### src/sv/ctk_pkg.sv
`default_nettype none
package ctk_pkg;

    // Widths of position, length and literal value
    localparam int POS_BITS = 32;
    localparam int LEN_BITS = 16;
    localparam int VAL_BITS = 31;

    // Result word layout on the stream bus
    localparam int DATA_BITS = 4 + 2 + POS_BITS + LEN_BITS + VAL_BITS;
    localparam int TDATA_W   = ((DATA_BITS + 7) / 8) * 8;

    // Result queue
    localparam int FIFO_DEPTH = 4;
    localparam int FIFO_AW    = $clog2(FIFO_DEPTH);
    localparam int CNT_W      = FIFO_AW + 1;

    // Scanner modes
    localparam logic [2:0] MODE_IDLE   = 3'd0;
    localparam logic [2:0] MODE_MINUS  = 3'd1;
    localparam logic [2:0] MODE_NUMBER = 3'd2;
    localparam logic [2:0] MODE_WORD   = 3'd3;
    localparam logic [2:0] MODE_DRAIN  = 3'd4;

    // Token kinds
    localparam logic [3:0] K_LPAREN = 4'd0;
    localparam logic [3:0] K_RPAREN = 4'd1;
    localparam logic [3:0] K_LBRACE = 4'd2;
    localparam logic [3:0] K_RBRACE = 4'd3;
    localparam logic [3:0] K_SEMI   = 4'd4;
    localparam logic [3:0] K_MINUS  = 4'd5;
    localparam logic [3:0] K_MINUS2 = 4'd6;
    localparam logic [3:0] K_TILDE  = 4'd7;
    localparam logic [3:0] K_INT    = 4'd8;
    localparam logic [3:0] K_VOID   = 4'd9;
    localparam logic [3:0] K_RETURN = 4'd10;
    localparam logic [3:0] K_IDENT  = 4'd11;
    localparam logic [3:0] K_INTLIT = 4'd12;
    localparam logic [3:0] K_EOF    = 4'd13;
    localparam logic [3:0] K_ERROR  = 4'd14;

    // Error codes
    localparam logic [1:0] ERR_NONE     = 2'd0;
    localparam logic [1:0] ERR_BAD_CHAR = 2'd1;
    localparam logic [1:0] ERR_OVERFLOW = 2'd2;
    localparam logic [1:0] ERR_LIT_WORD = 2'd3;

    // Keyword spellings, last byte lowest
    localparam logic [47:0] KW_INT    = 48'h0000_0069_6E74;
    localparam logic [47:0] KW_VOID   = 48'h0000_766F_6964;
    localparam logic [47:0] KW_RETURN = 48'h7265_7475_726E;

    localparam logic [7:0] CH_ZERO  = 8'h30;
    localparam logic [7:0] CH_MINUS = 8'h2D;

    typedef struct packed {
        logic [3:0]          kind;
        logic [1:0]          err;
        logic [POS_BITS-1:0] start;
        logic [LEN_BITS-1:0] len;
        logic [VAL_BITS-1:0] val;
        logic                last;
    } tok_t;

    typedef struct packed {
        logic [1:0] cnt;
        tok_t       t0;
        tok_t       t1;
    } scan_res_t;

    function automatic logic is_space(input logic [7:0] c);
        return (c == 8'd32) || ((c >= 8'd9) && (c <= 8'd13));
    endfunction

    function automatic logic is_digit(input logic [7:0] c);
        return (c >= 8'd48) && (c <= 8'd57);
    endfunction

    function automatic logic is_alpha(input logic [7:0] c);
        return ((c >= 8'd65) && (c <= 8'd90)) || ((c >= 8'd97) && (c <= 8'd122))
            || (c == 8'd95);
    endfunction

    function automatic tok_t mk_tok(input logic [3:0] kind, input logic [1:0] err,
                                    input logic [POS_BITS-1:0] start,
                                    input logic [LEN_BITS-1:0] len,
                                    input logic [VAL_BITS-1:0] val);
        tok_t t;
        t.kind  = kind;
        t.err   = err;
        t.start = start;
        t.len   = len;
        t.val   = val;
        t.last  = 1'b0;
        return t;
    endfunction

endpackage
`default_nettype wire

### src/sv/c_subset_tokenizer.sv
`default_nettype none
// Tokenizer for a small subset of C. Source bytes enter on the slave stream,
// one per word, with tuser high on a word that marks the end of the text;
// tokens leave on the master stream, one per word, with tlast on the final
// token caused by an input word. Each input word is registered, then scanned,
// and its zero, one or two tokens are written to a four-entry result queue.
// One input word is taken per cycle while the queue holds at most two
// tokens; a byte that both closes a pending token and forms one of its own
// yields two tokens, and the master port drains at most one per cycle, so a
// steady stream of such bytes is taken below that rate. After an error token
// the scanner drops bytes until the end marker, which flushes any pending
// token, emits eof and resets the byte position to zero.
module c_subset_tokenizer (
    input  wire logic                        aclk,
    input  wire logic                        aresetn,
    input  wire logic                        s_tvalid,
    output logic                             s_tready,
    input  wire logic [7:0]                  s_tdata,  // ch
    input  wire logic                        s_tuser,  // text_end
    output logic                             m_tvalid,
    input  wire logic                        m_tready,
    // kind, error_code, start_pos, length, int_value
    output logic [ctk_pkg::TDATA_W-1:0]      m_tdata,
    output logic                             m_tlast
);
    import ctk_pkg::*;

    logic             in_valid_reg;
    logic [7:0]       in_ch_reg;
    logic             in_end_reg;
    logic             fifo_room;
    logic             proc_fire;
    logic [1:0]       push_cnt;
    scan_res_t        scan_res;
    tok_t             head;
    logic [CNT_W-1:0] fifo_count;
    logic             pop;

    assign fifo_room = fifo_count <= CNT_W'(FIFO_DEPTH - 2);
    assign proc_fire = in_valid_reg && fifo_room;
    assign s_tready  = !in_valid_reg || proc_fire;
    assign push_cnt  = proc_fire ? scan_res.cnt : 2'd0;
    assign pop       = m_tvalid && m_tready;

    // Input register: hold a word until the scanner takes it
    always_ff @(posedge aclk) begin
        if (!aresetn) begin
            in_valid_reg <= 1'b0;
        end else if (s_tready) begin
            in_valid_reg <= s_tvalid;
        end
    end

    always_ff @(posedge aclk) begin
        if (s_tvalid && s_tready) begin
            in_ch_reg  <= s_tdata;
            in_end_reg <= s_tuser;
        end
    end

    ctk_scan u_scan (
        .aclk     (aclk),
        .aresetn  (aresetn),
        .step_en  (proc_fire),
        .ch       (in_ch_reg),
        .text_end (in_end_reg),
        .res      (scan_res)
    );

    ctk_fifo u_fifo (
        .aclk     (aclk),
        .aresetn  (aresetn),
        .push_cnt (push_cnt),
        .push0    (scan_res.t0),
        .push1    (scan_res.t1),
        .pop      (pop),
        .head     (head),
        .count    (fifo_count)
    );

    // Drive the result stream from the queue head
    assign m_tvalid = fifo_count != '0;
    assign m_tdata  = TDATA_W'({head.val, head.len, head.start, head.err, head.kind});
    assign m_tlast  = head.last;

    // Queue never overfills
    assert property (@(posedge aclk) disable iff (!aresetn)
        fifo_count <= CNT_W'(FIFO_DEPTH))
        else $error("result queue overfilled");

    // The end marker always produces at least the eof token
    assert property (@(posedge aclk) disable iff (!aresetn)
        (proc_fire && in_end_reg) |-> (scan_res.cnt != 2'd0))
        else $error("end marker produced no token");

    // Of two tokens, only the second carries tlast
    assert property (@(posedge aclk) disable iff (!aresetn)
        (proc_fire && (scan_res.cnt == 2'd2)) |-> (!scan_res.t0.last && scan_res.t1.last))
        else $error("tlast misplaced on token pair");

    // A stalled input word holds until scanned
    assert property (@(posedge aclk) disable iff (!aresetn)
        (in_valid_reg && !proc_fire) |=> (in_valid_reg && $stable(in_ch_reg)
                                          && $stable(in_end_reg)))
        else $error("stalled input word lost");

endmodule
`default_nettype wire

### src/sv/ctk_scan.sv
`default_nettype none
module ctk_scan (
    input  wire logic              aclk,
    input  wire logic              aresetn,
    input  wire logic              step_en,
    input  wire logic [7:0]        ch,
    input  wire logic              text_end,
    output ctk_pkg::scan_res_t     res
);
    import ctk_pkg::*;

    logic [2:0]          mode_reg,   mode_next;
    logic [POS_BITS-1:0] pos_reg,    pos_next;
    logic [POS_BITS-1:0] tstart_reg, tstart_next;
    logic [VAL_BITS-1:0] acc_reg,    acc_next;
    logic [LEN_BITS-1:0] wlen_reg,   wlen_next;
    logic [47:0]         kchars_reg, kchars_next;

    logic [LEN_BITS-1:0] wlen_bump;
    logic [3:0]          digit;
    logic [VAL_BITS+3:0] lit_sum;
    logic                lit_ovf;
    logic                flush_v;
    tok_t                flush_tok;
    logic [3:0]          word_kind;
    logic                do_start;
    logic                a_v, b_v;
    tok_t                a_tok, b_tok;

    // Saturating length and next literal value
    assign wlen_bump = (wlen_reg == '1) ? wlen_reg : wlen_reg + 1'b1;
    assign digit     = 4'(ch - CH_ZERO);
    assign lit_sum   = {1'b0, acc_reg, 3'b000} + {3'b000, acc_reg, 1'b0}
                     + {{VAL_BITS{1'b0}}, digit};
    assign lit_ovf   = |lit_sum[VAL_BITS+3:VAL_BITS];

    // Keyword match on the word held so far
    always_comb begin
        word_kind = K_IDENT;
        if ((wlen_reg == LEN_BITS'(3)) && (kchars_reg == KW_INT)) begin
            word_kind = K_INT;
        end else if ((wlen_reg == LEN_BITS'(4)) && (kchars_reg == KW_VOID)) begin
            word_kind = K_VOID;
        end else if ((wlen_reg == LEN_BITS'(6)) && (kchars_reg == KW_RETURN)) begin
            word_kind = K_RETURN;
        end
    end

    // Pending token that a closing byte or the end marker flushes
    always_comb begin
        flush_v   = 1'b0;
        flush_tok = mk_tok(K_IDENT, ERR_NONE, tstart_reg, wlen_reg, '0);
        unique case (mode_reg)
            MODE_MINUS: begin
                flush_v   = 1'b1;
                flush_tok = mk_tok(K_MINUS, ERR_NONE, tstart_reg, LEN_BITS'(1), '0);
            end
            MODE_NUMBER: begin
                flush_v   = 1'b1;
                flush_tok = mk_tok(K_INTLIT, ERR_NONE, tstart_reg, wlen_reg, acc_reg);
            end
            MODE_WORD: begin
                flush_v   = 1'b1;
                flush_tok = mk_tok(word_kind, ERR_NONE, tstart_reg, wlen_reg, '0);
            end
            default: begin
                flush_v = 1'b0;
            end
        endcase
    end

    // Step the scanner by one byte or the end marker
    always_comb begin
        mode_next   = mode_reg;
        pos_next    = pos_reg;
        tstart_next = tstart_reg;
        acc_next    = acc_reg;
        wlen_next   = wlen_reg;
        kchars_next = kchars_reg;
        a_v         = 1'b0;
        a_tok       = flush_tok;
        b_v         = 1'b0;
        b_tok       = mk_tok(K_EOF, ERR_NONE, pos_reg, '0, '0);
        do_start    = 1'b0;

        if (text_end) begin
            a_v         = flush_v;
            b_v         = 1'b1;
            mode_next   = MODE_IDLE;
            pos_next    = '0;
            tstart_next = '0;
            acc_next    = '0;
            wlen_next   = '0;
            kchars_next = '0;
        end else begin
            pos_next = pos_reg + 1'b1;
            unique case (mode_reg)
                MODE_DRAIN: begin
                    mode_next = MODE_DRAIN;
                end
                MODE_MINUS: begin
                    if (ch == CH_MINUS) begin
                        b_v       = 1'b1;
                        b_tok     = mk_tok(K_MINUS2, ERR_NONE, tstart_reg, LEN_BITS'(2), '0);
                        mode_next = MODE_IDLE;
                    end else begin
                        a_v      = 1'b1;
                        do_start = 1'b1;
                    end
                end
                MODE_NUMBER: begin
                    if (is_digit(ch)) begin
                        wlen_next = wlen_bump;
                        if (lit_ovf) begin
                            b_v       = 1'b1;
                            b_tok     = mk_tok(K_ERROR, ERR_OVERFLOW, tstart_reg, wlen_bump, '0);
                            mode_next = MODE_DRAIN;
                        end else begin
                            acc_next = lit_sum[VAL_BITS-1:0];
                        end
                    end else if (is_alpha(ch)) begin
                        wlen_next = wlen_bump;
                        b_v       = 1'b1;
                        b_tok     = mk_tok(K_ERROR, ERR_LIT_WORD, tstart_reg, wlen_bump, '0);
                        mode_next = MODE_DRAIN;
                    end else begin
                        a_v      = 1'b1;
                        do_start = 1'b1;
                    end
                end
                MODE_WORD: begin
                    if (is_alpha(ch) || is_digit(ch)) begin
                        wlen_next   = wlen_bump;
                        kchars_next = {kchars_reg[39:0], ch};
                    end else begin
                        a_v      = 1'b1;
                        do_start = 1'b1;
                    end
                end
                default: begin
                    do_start = 1'b1;
                end
            endcase

            // Open a new token with this byte
            if (do_start) begin
                mode_next = MODE_IDLE;
                if (!is_space(ch)) begin
                    tstart_next = pos_reg;
                    priority if (ch == 8'h28) begin
                        b_v   = 1'b1;
                        b_tok = mk_tok(K_LPAREN, ERR_NONE, pos_reg, LEN_BITS'(1), '0);
                    end else if (ch == 8'h29) begin
                        b_v   = 1'b1;
                        b_tok = mk_tok(K_RPAREN, ERR_NONE, pos_reg, LEN_BITS'(1), '0);
                    end else if (ch == 8'h7B) begin
                        b_v   = 1'b1;
                        b_tok = mk_tok(K_LBRACE, ERR_NONE, pos_reg, LEN_BITS'(1), '0);
                    end else if (ch == 8'h7D) begin
                        b_v   = 1'b1;
                        b_tok = mk_tok(K_RBRACE, ERR_NONE, pos_reg, LEN_BITS'(1), '0);
                    end else if (ch == 8'h3B) begin
                        b_v   = 1'b1;
                        b_tok = mk_tok(K_SEMI, ERR_NONE, pos_reg, LEN_BITS'(1), '0);
                    end else if (ch == 8'h7E) begin
                        b_v   = 1'b1;
                        b_tok = mk_tok(K_TILDE, ERR_NONE, pos_reg, LEN_BITS'(1), '0);
                    end else if (ch == CH_MINUS) begin
                        mode_next = MODE_MINUS;
                    end else if (is_digit(ch)) begin
                        mode_next = MODE_NUMBER;
                        acc_next  = VAL_BITS'(digit);
                        wlen_next = LEN_BITS'(1);
                    end else if (is_alpha(ch)) begin
                        mode_next   = MODE_WORD;
                        kchars_next = {40'd0, ch};
                        wlen_next   = LEN_BITS'(1);
                    end else begin
                        b_v       = 1'b1;
                        b_tok     = mk_tok(K_ERROR, ERR_BAD_CHAR, pos_reg, LEN_BITS'(1), '0);
                        mode_next = MODE_DRAIN;
                    end
                end
            end
        end
    end

    // Pack the results in order, marking the final one
    always_comb begin
        res.cnt     = 2'({1'b0, a_v} + {1'b0, b_v});
        res.t0      = a_v ? a_tok : b_tok;
        res.t0.last = !(a_v && b_v);
        res.t1      = b_tok;
        res.t1.last = 1'b1;
    end

    // Advance scanner state on each processed word
    always_ff @(posedge aclk) begin
        if (!aresetn) begin
            mode_reg   <= MODE_IDLE;
            pos_reg    <= '0;
            tstart_reg <= '0;
            acc_reg    <= '0;
            wlen_reg   <= '0;
            kchars_reg <= '0;
        end else if (step_en) begin
            mode_reg   <= mode_next;
            pos_reg    <= pos_next;
            tstart_reg <= tstart_next;
            acc_reg    <= acc_next;
            wlen_reg   <= wlen_next;
            kchars_reg <= kchars_next;
        end
    end

endmodule
`default_nettype wire

### src/sv/ctk_fifo.sv
`default_nettype none
module ctk_fifo (
    input  wire logic                   aclk,
    input  wire logic                   aresetn,
    input  wire logic [1:0]             push_cnt,
    input  wire ctk_pkg::tok_t          push0,
    input  wire ctk_pkg::tok_t          push1,
    input  wire logic                   pop,
    output ctk_pkg::tok_t               head,
    output logic [ctk_pkg::CNT_W-1:0]   count
);
    import ctk_pkg::*;

    tok_t               mem_reg [FIFO_DEPTH];
    logic [FIFO_AW-1:0] wr_ptr_reg, wr_ptr_next;
    logic [FIFO_AW-1:0] rd_ptr_reg, rd_ptr_next;
    logic [CNT_W-1:0]   count_reg,  count_next;
    logic [FIFO_AW-1:0] wr_ptr_inc;

    assign wr_ptr_inc  = wr_ptr_reg + 1'b1;
    assign wr_ptr_next = wr_ptr_reg + FIFO_AW'(push_cnt);
    assign rd_ptr_next = rd_ptr_reg + FIFO_AW'(pop);
    assign count_next  = count_reg + CNT_W'(push_cnt) - CNT_W'(pop);

    assign head  = mem_reg[rd_ptr_reg];
    assign count = count_reg;

    // Store up to two result words per cycle
    always_ff @(posedge aclk) begin
        if (push_cnt != 2'd0) begin
            mem_reg[wr_ptr_reg] <= push0;
        end
        if (push_cnt == 2'd2) begin
            mem_reg[wr_ptr_inc] <= push1;
        end
    end

    // Advance pointers and occupancy
    always_ff @(posedge aclk) begin
        if (!aresetn) begin
            wr_ptr_reg <= '0;
            rd_ptr_reg <= '0;
            count_reg  <= '0;
        end else begin
            wr_ptr_reg <= wr_ptr_next;
            rd_ptr_reg <= rd_ptr_next;
            count_reg  <= count_next;
        end
    end

endmodule
`default_nettype wire

### config.mk
export PLATFORM = sky130hd
export DESIGN_NAME = c_subset_tokenizer
export DESIGN_NICKNAME = d
export VERILOG_FILES = /design/src/sv/ctk_pkg.sv /design/src/sv/c_subset_tokenizer.sv /design/src/sv/ctk_scan.sv /design/src/sv/ctk_fifo.sv
export SDC_FILE = /design/constraint.sdc
export NUM_CORES = 1
export LEC_CHECK = 0
export BUFFER_PORTS_ARGS = -buffer_cell sky130_fd_sc_hd__buf_2
export CAP_MARGIN = 10
export CELL_PAD_IN_SITES_DETAIL_PLACEMENT = 0
export CELL_PAD_IN_SITES_GLOBAL_PLACEMENT = 1
export CORE_MARGIN = 10
export CORE_UTILIZATION = 50
export DETAILED_ROUTE_END_ITERATION = 7
export GPL_ROUTABILITY_DRIVEN = 0
export PLACE_DENSITY_LB_ADDON = 0.15
export SLEW_MARGIN = 25
export SYNTH_ARGS = -nofsm -noshare
export SYNTH_HDL_FRONTEND = slang
export SYNTH_SLANG_ARGS = --single-unit
### constraint.sdc
create_clock -name aclk -period 10.4 [get_ports aclk]
set_clock_uncertainty 0.15 [all_clocks]
set_input_delay 2.08 -clock aclk [delete_from_list [all_inputs] [get_ports aclk]]
set_output_delay 2.08 -clock aclk [all_outputs]
set_load 0.01 [all_outputs]
* Word level (Yosys, flattened, before mapping)
Memory sizes are Yosys's and may differ from the RTL's. A register that Yosys moved wholly into a read port is not among the register bits.
Cells that the tools add are included.
** Word-level totals
- Flip-flop bits (word level) :: 179
- Input port bits :: 13
- Logic and storage cells :: 204
- Memories kept :: 1
- Output and inout port bits :: 91
- RAM bits :: 344
** Memories
- u_fifo.mem_reg :: words 4, width 86, rd ports 1, clocked after memory_dff 1, write ports 2, line ctk_fifo.sv:14 : tok_t mem_reg [FIFO_DEPTH];
** Cells by class
- Eq/ne operators :: 25
- Reductions and logical operators :: 26
- Magnitude comparators :: 9
- Multiplexer cells :: 120
- $add $sub $neg :: 11
** Operator list (count)
- 86-bit 2-to-1 mux :: 15
- 48-bit 2-to-1 mux :: 14
- 31-bit 2-to-1 mux :: 14
- 86-bit one-hot mux with 3 select lines :: 1
- 16-bit 2-to-1 mux :: 16
- 86-bit one-hot mux with 2 select lines :: 1
- 84-bit 2-to-1 mux :: 2
- 32-bit 2-to-1 mux :: 4
- 48-bit by 23-bit == test with 1-bit output (second input constant) :: 1
- 48-bit by 31-bit == test with 1-bit output (second input constant) :: 1
- 48-bit by 47-bit == test with 1-bit output (second input constant) :: 1
- 3-bit 2-to-1 mux :: 16
- 8-bit by 6-bit == test with 1-bit output (second input constant) :: 5
- 34-bit by 32-bit adder with 35-bit output :: 1
- 35-bit by 4-bit adder with 35-bit output :: 1
- 32-bit by 1-bit adder with 32-bit output (second input constant) :: 1
- 16-bit by 3-bit == test with 1-bit output (second input constant) :: 2
- 8-bit by 7-bit == test with 1-bit output (second input constant) :: 4
- 16-bit one-hot mux with 2 select lines :: 1
- 1-bit 2-to-1 mux :: 28
- 16-bit by 1-bit adder with 16-bit output (second input constant) :: 1
- 16-bit == test (second input constant) :: 1
- 16-bit by 2-bit == test with 1-bit output (second input constant) :: 1
- 8-bit by 7-bit >= comparator with 1-bit output (second input constant) :: 2
- other kinds (37) :: 57

* Longest topological paths before layout
- Depth after elaboration :: 24
- Gate-level depth with buffers :: 25
- Mapped depth without buffers :: 21

* Modules after synthesis
From an unflattened synthesis, not the netlist that was laid out.
** Unflattened totals
- Cell total of the unflattened synthesis :: 2466
- Area total of the unflattened synthesis :: 29512.1 um^2
** Modules (own cells, without submodules)
- ctk_fifo :: seq. area each 10470.0 um^2, instances 1, area each 17077.6 um^2, cells an instance 874
- ctk_scan :: seq. area each 3243.1 um^2, instances 1, area each 12027.8 um^2, cells an instance 1566
- c_subset_tokenizer :: seq. area each 290.3 um^2, instances 1, area each 406.6 um^2, cells an instance 26

* Worst setup path after synthesis
No wires, ideal clock.
- Kind :: reg2reg
- Start point :: reg in_ch_reg[3]
- End point :: mem u_fifo.mem_reg[0][37] (netlist bit), data pin
- Library setup time :: 0.262 ns
- Path buffers :: 2
- Period minus slack after synthesis :: 7.402 ns
- Slack :: 2.998 ns
- Cell stages (with the launch flop) :: 22
- Data required time :: 9.988 ns
- Data arrival time :: 6.990 ns
- Cell sequence :: edfxtp_1 -> clkbuf_1 -> inv_1 -> fa_1 -> inv_1 -> fa_1 -> a21o_1 -> a221oi_2 -> nor4_1 -> o21bai_1 -> a211oi_1 -> or3_1 -> a211o_1 -> a21oi_4 -> nand2_1 -> ha_1 -> clkbuf_1 -> o21ai_1 -> nor3_1 -> nor2_1 -> clkinv_1 -> a32o_1
** RTL lines
- from (decl) :: line c_subset_tokenizer.sv:29 : logic [7:0] in_ch_reg;
- from (signal assigned) :: line c_subset_tokenizer.sv:56 : in_ch_reg <= s_tdata;
- to (decl) :: line ctk_fifo.sv:14

==> flow_summary.ini <==
[outcome]
status = finished clean

[job]
maxCapViolCount = 0

[route]
drtPass1Iterations = 5
wl_met3_um = 5137
wl_per_cell_um = 23.53
drtIter0Drc = 1661
drcViolationCount = 0
wl_met1_um = 30920
vias_per_cell = 6.386
antenna_left = 0
vias = 19200
dr.max_layer_used = met4
finalWirelength_um = 70750
wl_met2_um = 33300

[yosys]
ys_seq_area_share_pct = 49.70
yosysTopAreaCell = edfxtp_1
ys_types = 86
synth_simple_gate_area_share_pct = 12.17
syn_inst = 2290
ys_ff_latch = 523
synth_top_area_share_pct = 26.40
yosys_warnings = 0
synth_ff_type = dfxtp_1
synth_area_leaders = edfxtp_1, dfxtp_1, a22o_1
synth_edf_count = 225
synthArstFlopShare_pct = 0
synth_top_family_by_area = compound AO/OA/AOI/OAI gates
synth_fa_ha_area_share_pct = 3.705
syn-mean-instance-area_sq_um = 11.18
synth-compound-area-share_pct = 20.99
synth_xor_area_share_pct = 2.121
synth_area_sq_mm = 0.02560
synth_mux_area_share_pct = 7.645

[critical_path]
cp_top_family = compound AO/OA/AOI/OAI gates
startpoint_type = flop
crit_path_top_delay_cell = o21ai_4
critPathKind = reg2reg
reg2reg_to = u_fifo.mem_reg[1][51]
rr_startpoint = in_ch_reg[3]
cp_num_buf_inv = 2
critPathCapture = u_fifo.mem_reg[1][51]
startpoint = in_ch_reg[3]
path_cells = inv_1, fa_1, inv_1, fa_1, a21o_1, a221oi_2, nor4_1, o21bai_1, a211oi_1, or3_1, a211o_1, a21oi_4, nand2_1, ha_1, o21ai_1, or2_2, o21ai_0, nand2_1, o21ai_4, a22o_1
rr_worst_depth = 20
end_kind = flop
crit_fanout = 28
cp_num_cells = 20
worst_ep_required_time_ns = 10.72
critPathArrivalTime_ns = 7.85
r2r_setup_slack_ns = 2.87
max_stage_delay_ns = 0.81

[timing]
drv_slew = 0
fin_crit_ns = 7.526
worstMarginPinSlew_ns = 1.031
finalCritPeriodShare_pct = 72.37
setup_viol = 0
max_slew_margin_pct = 30.75
rsz0062_at_grt = no
tns_ns = 0
finalHoldViolCount = 0
max_freq_ghz = 0.1329

[final_layout]
utilization_pct = 56.25
syn2layout_area_growth_pct = 10.70
final_common_cell = dfxtp_1
fill_cells = 4312
nets = 2379
largest_reg_flops = 344
drive_above_1_share_pct = 15.30
final_cell_mix = dfxtp_1, a22o_1, edfxtp_1

[floorplan]
core_sq_mm = 0.05038
fp.dieH_um = 246.3
start_util_pct = 50.81
dieArea_sq_mm = 0.06064
io_pins = 104
row_count = 82
die_w_um = 246.3

[clocking]
root_buffer = clkbuf_16
clock_sinks = 523
post-cts-setup-buffers = 0
htreeDepth = 2
cts_tree = done
clk_pin_slew_worst_paths_ns = 0.06
hold_buffers = 0
cts_resized = 0
cts_buffers = 54
clock_latency_ns = 0.62
cts_buffer_depth = 3

[pwr]
p_leak_uw = 0.009875
power_uw = 5034
ir_worst_vdd_uv = 144.5
power_density_mw_per_mm2 = 177.7

[grt]
grt-ovfl-total = 0
gr-usage-all-layers_pct = 23.09
grt_pass1_wl_um = 111200
antenna_found_initial = 1
grt_max_degree = 85
grt_pass1_vias = 18810

[place]
hpwl_um = 45060
io_buffers = 100

[hold_path]
min_path_type = reg2reg
holdPathStages = 1
## stage by stage
stage | cell area (sq um) | hold WS (ns) | setup WS (ns) | cells
after floorplan | 25600 | 0.2810 | 2.998 | 2292
after global placement | 26450 | 0.2906 | 3.228 | 2907
after detailed placement | 26450 | 0.3062 | 3.039 | 2907
after CTS | 28300 | 0.3204 | 3.024 | 3004
after global routing | 28330 | 0.3351 | 2.544 | 3005
final | 28330 | 0.3184 | 2.874 | 3006
## cell type report
type / count / area, sq um / share of cell area (%)
antenna: 1 / 2.502 / 0.008832
tap: 672 / 840.8 / 2.967
clock inverter: 23 / 360.3 / 1.272
clock buffer: 74 / 1498 / 5.286
sequential: 523 / 12730 / 44.93
inverter: 34 / 127.6 / 0.4504
timing repair buffer: 130 / 733.2 / 2.588
multi-input combinational: 1549 / 12040 / 42.50
## worst min-delay path by stage
stage                     slack (ns)                     to                   from
final                           0.32   u_fifo.mem_reg[3][0]   u_fifo.mem_reg[3][0]
after CTS                       0.32   u_fifo.mem_reg[3][0]   u_fifo.mem_reg[3][0]
after global routing            0.34  u_fifo.mem_reg[0][22]  u_fifo.mem_reg[0][22]
after floorplan                 0.28   u_fifo.mem_reg[2][0]   u_fifo.mem_reg[2][0]
after global placement          0.29   u_fifo.mem_reg[1][0]   u_fifo.mem_reg[1][0]
after detailed placement        0.31   u_fifo.mem_reg[2][0]   u_fifo.mem_reg[2][0]
## report_power, final
group / switching [uW] / internal (uW) / leakage, uW
Clock: 822 / 1230 / 0.000914
Combinational: 397 / 295 / 0.00461
Sequential: 89.9 / 2200 / 0.00435
## cell usage after synthesis, drive strengths merged, types with 5 or more instances
master	n
a22o	257
a211oi	18
nand4	22
xor2	33
or4	5
o211ai	18
a211o	6
and2	27
inv	33
and3	19
xnor2	29
or3	22
a32o	6
nor2b	92
a22oi	84
nand2b	12
o21a	6
edfxtp	225
nor4	11
buf	54
mux4	86
nand3	59
o22ai	41
nor2	117
ha	71
a21oi	97
nand2	145
a21boi	20
nor3	36
or2	8
a31oi	31
a21o	22
o21ai	85
dfxtp	298
clkbuf	132
## kinds of logic after synthesis
logic type                 Yosys count
adders and majority gates           74
AOI/OAI and AO/OA                  720
buffers and inverters              220
muxes                               88
xor gates and xnor gates            62
and+or+nand+nor                    602
other                                1
DFF                                523
## layer usage
| layer | GRT usage (%) | vias to the layer above |
|---|---|---|
| met4 | 6.368 | 0 |
| met5 | 0 | - |
| li1 | - | 8852 |
| met3 | 3.928 | 104 |
| met1 | 31.75 | 9553 |
| met2 | 37.06 | 687 |
Power figures use the tool's default switching activity.
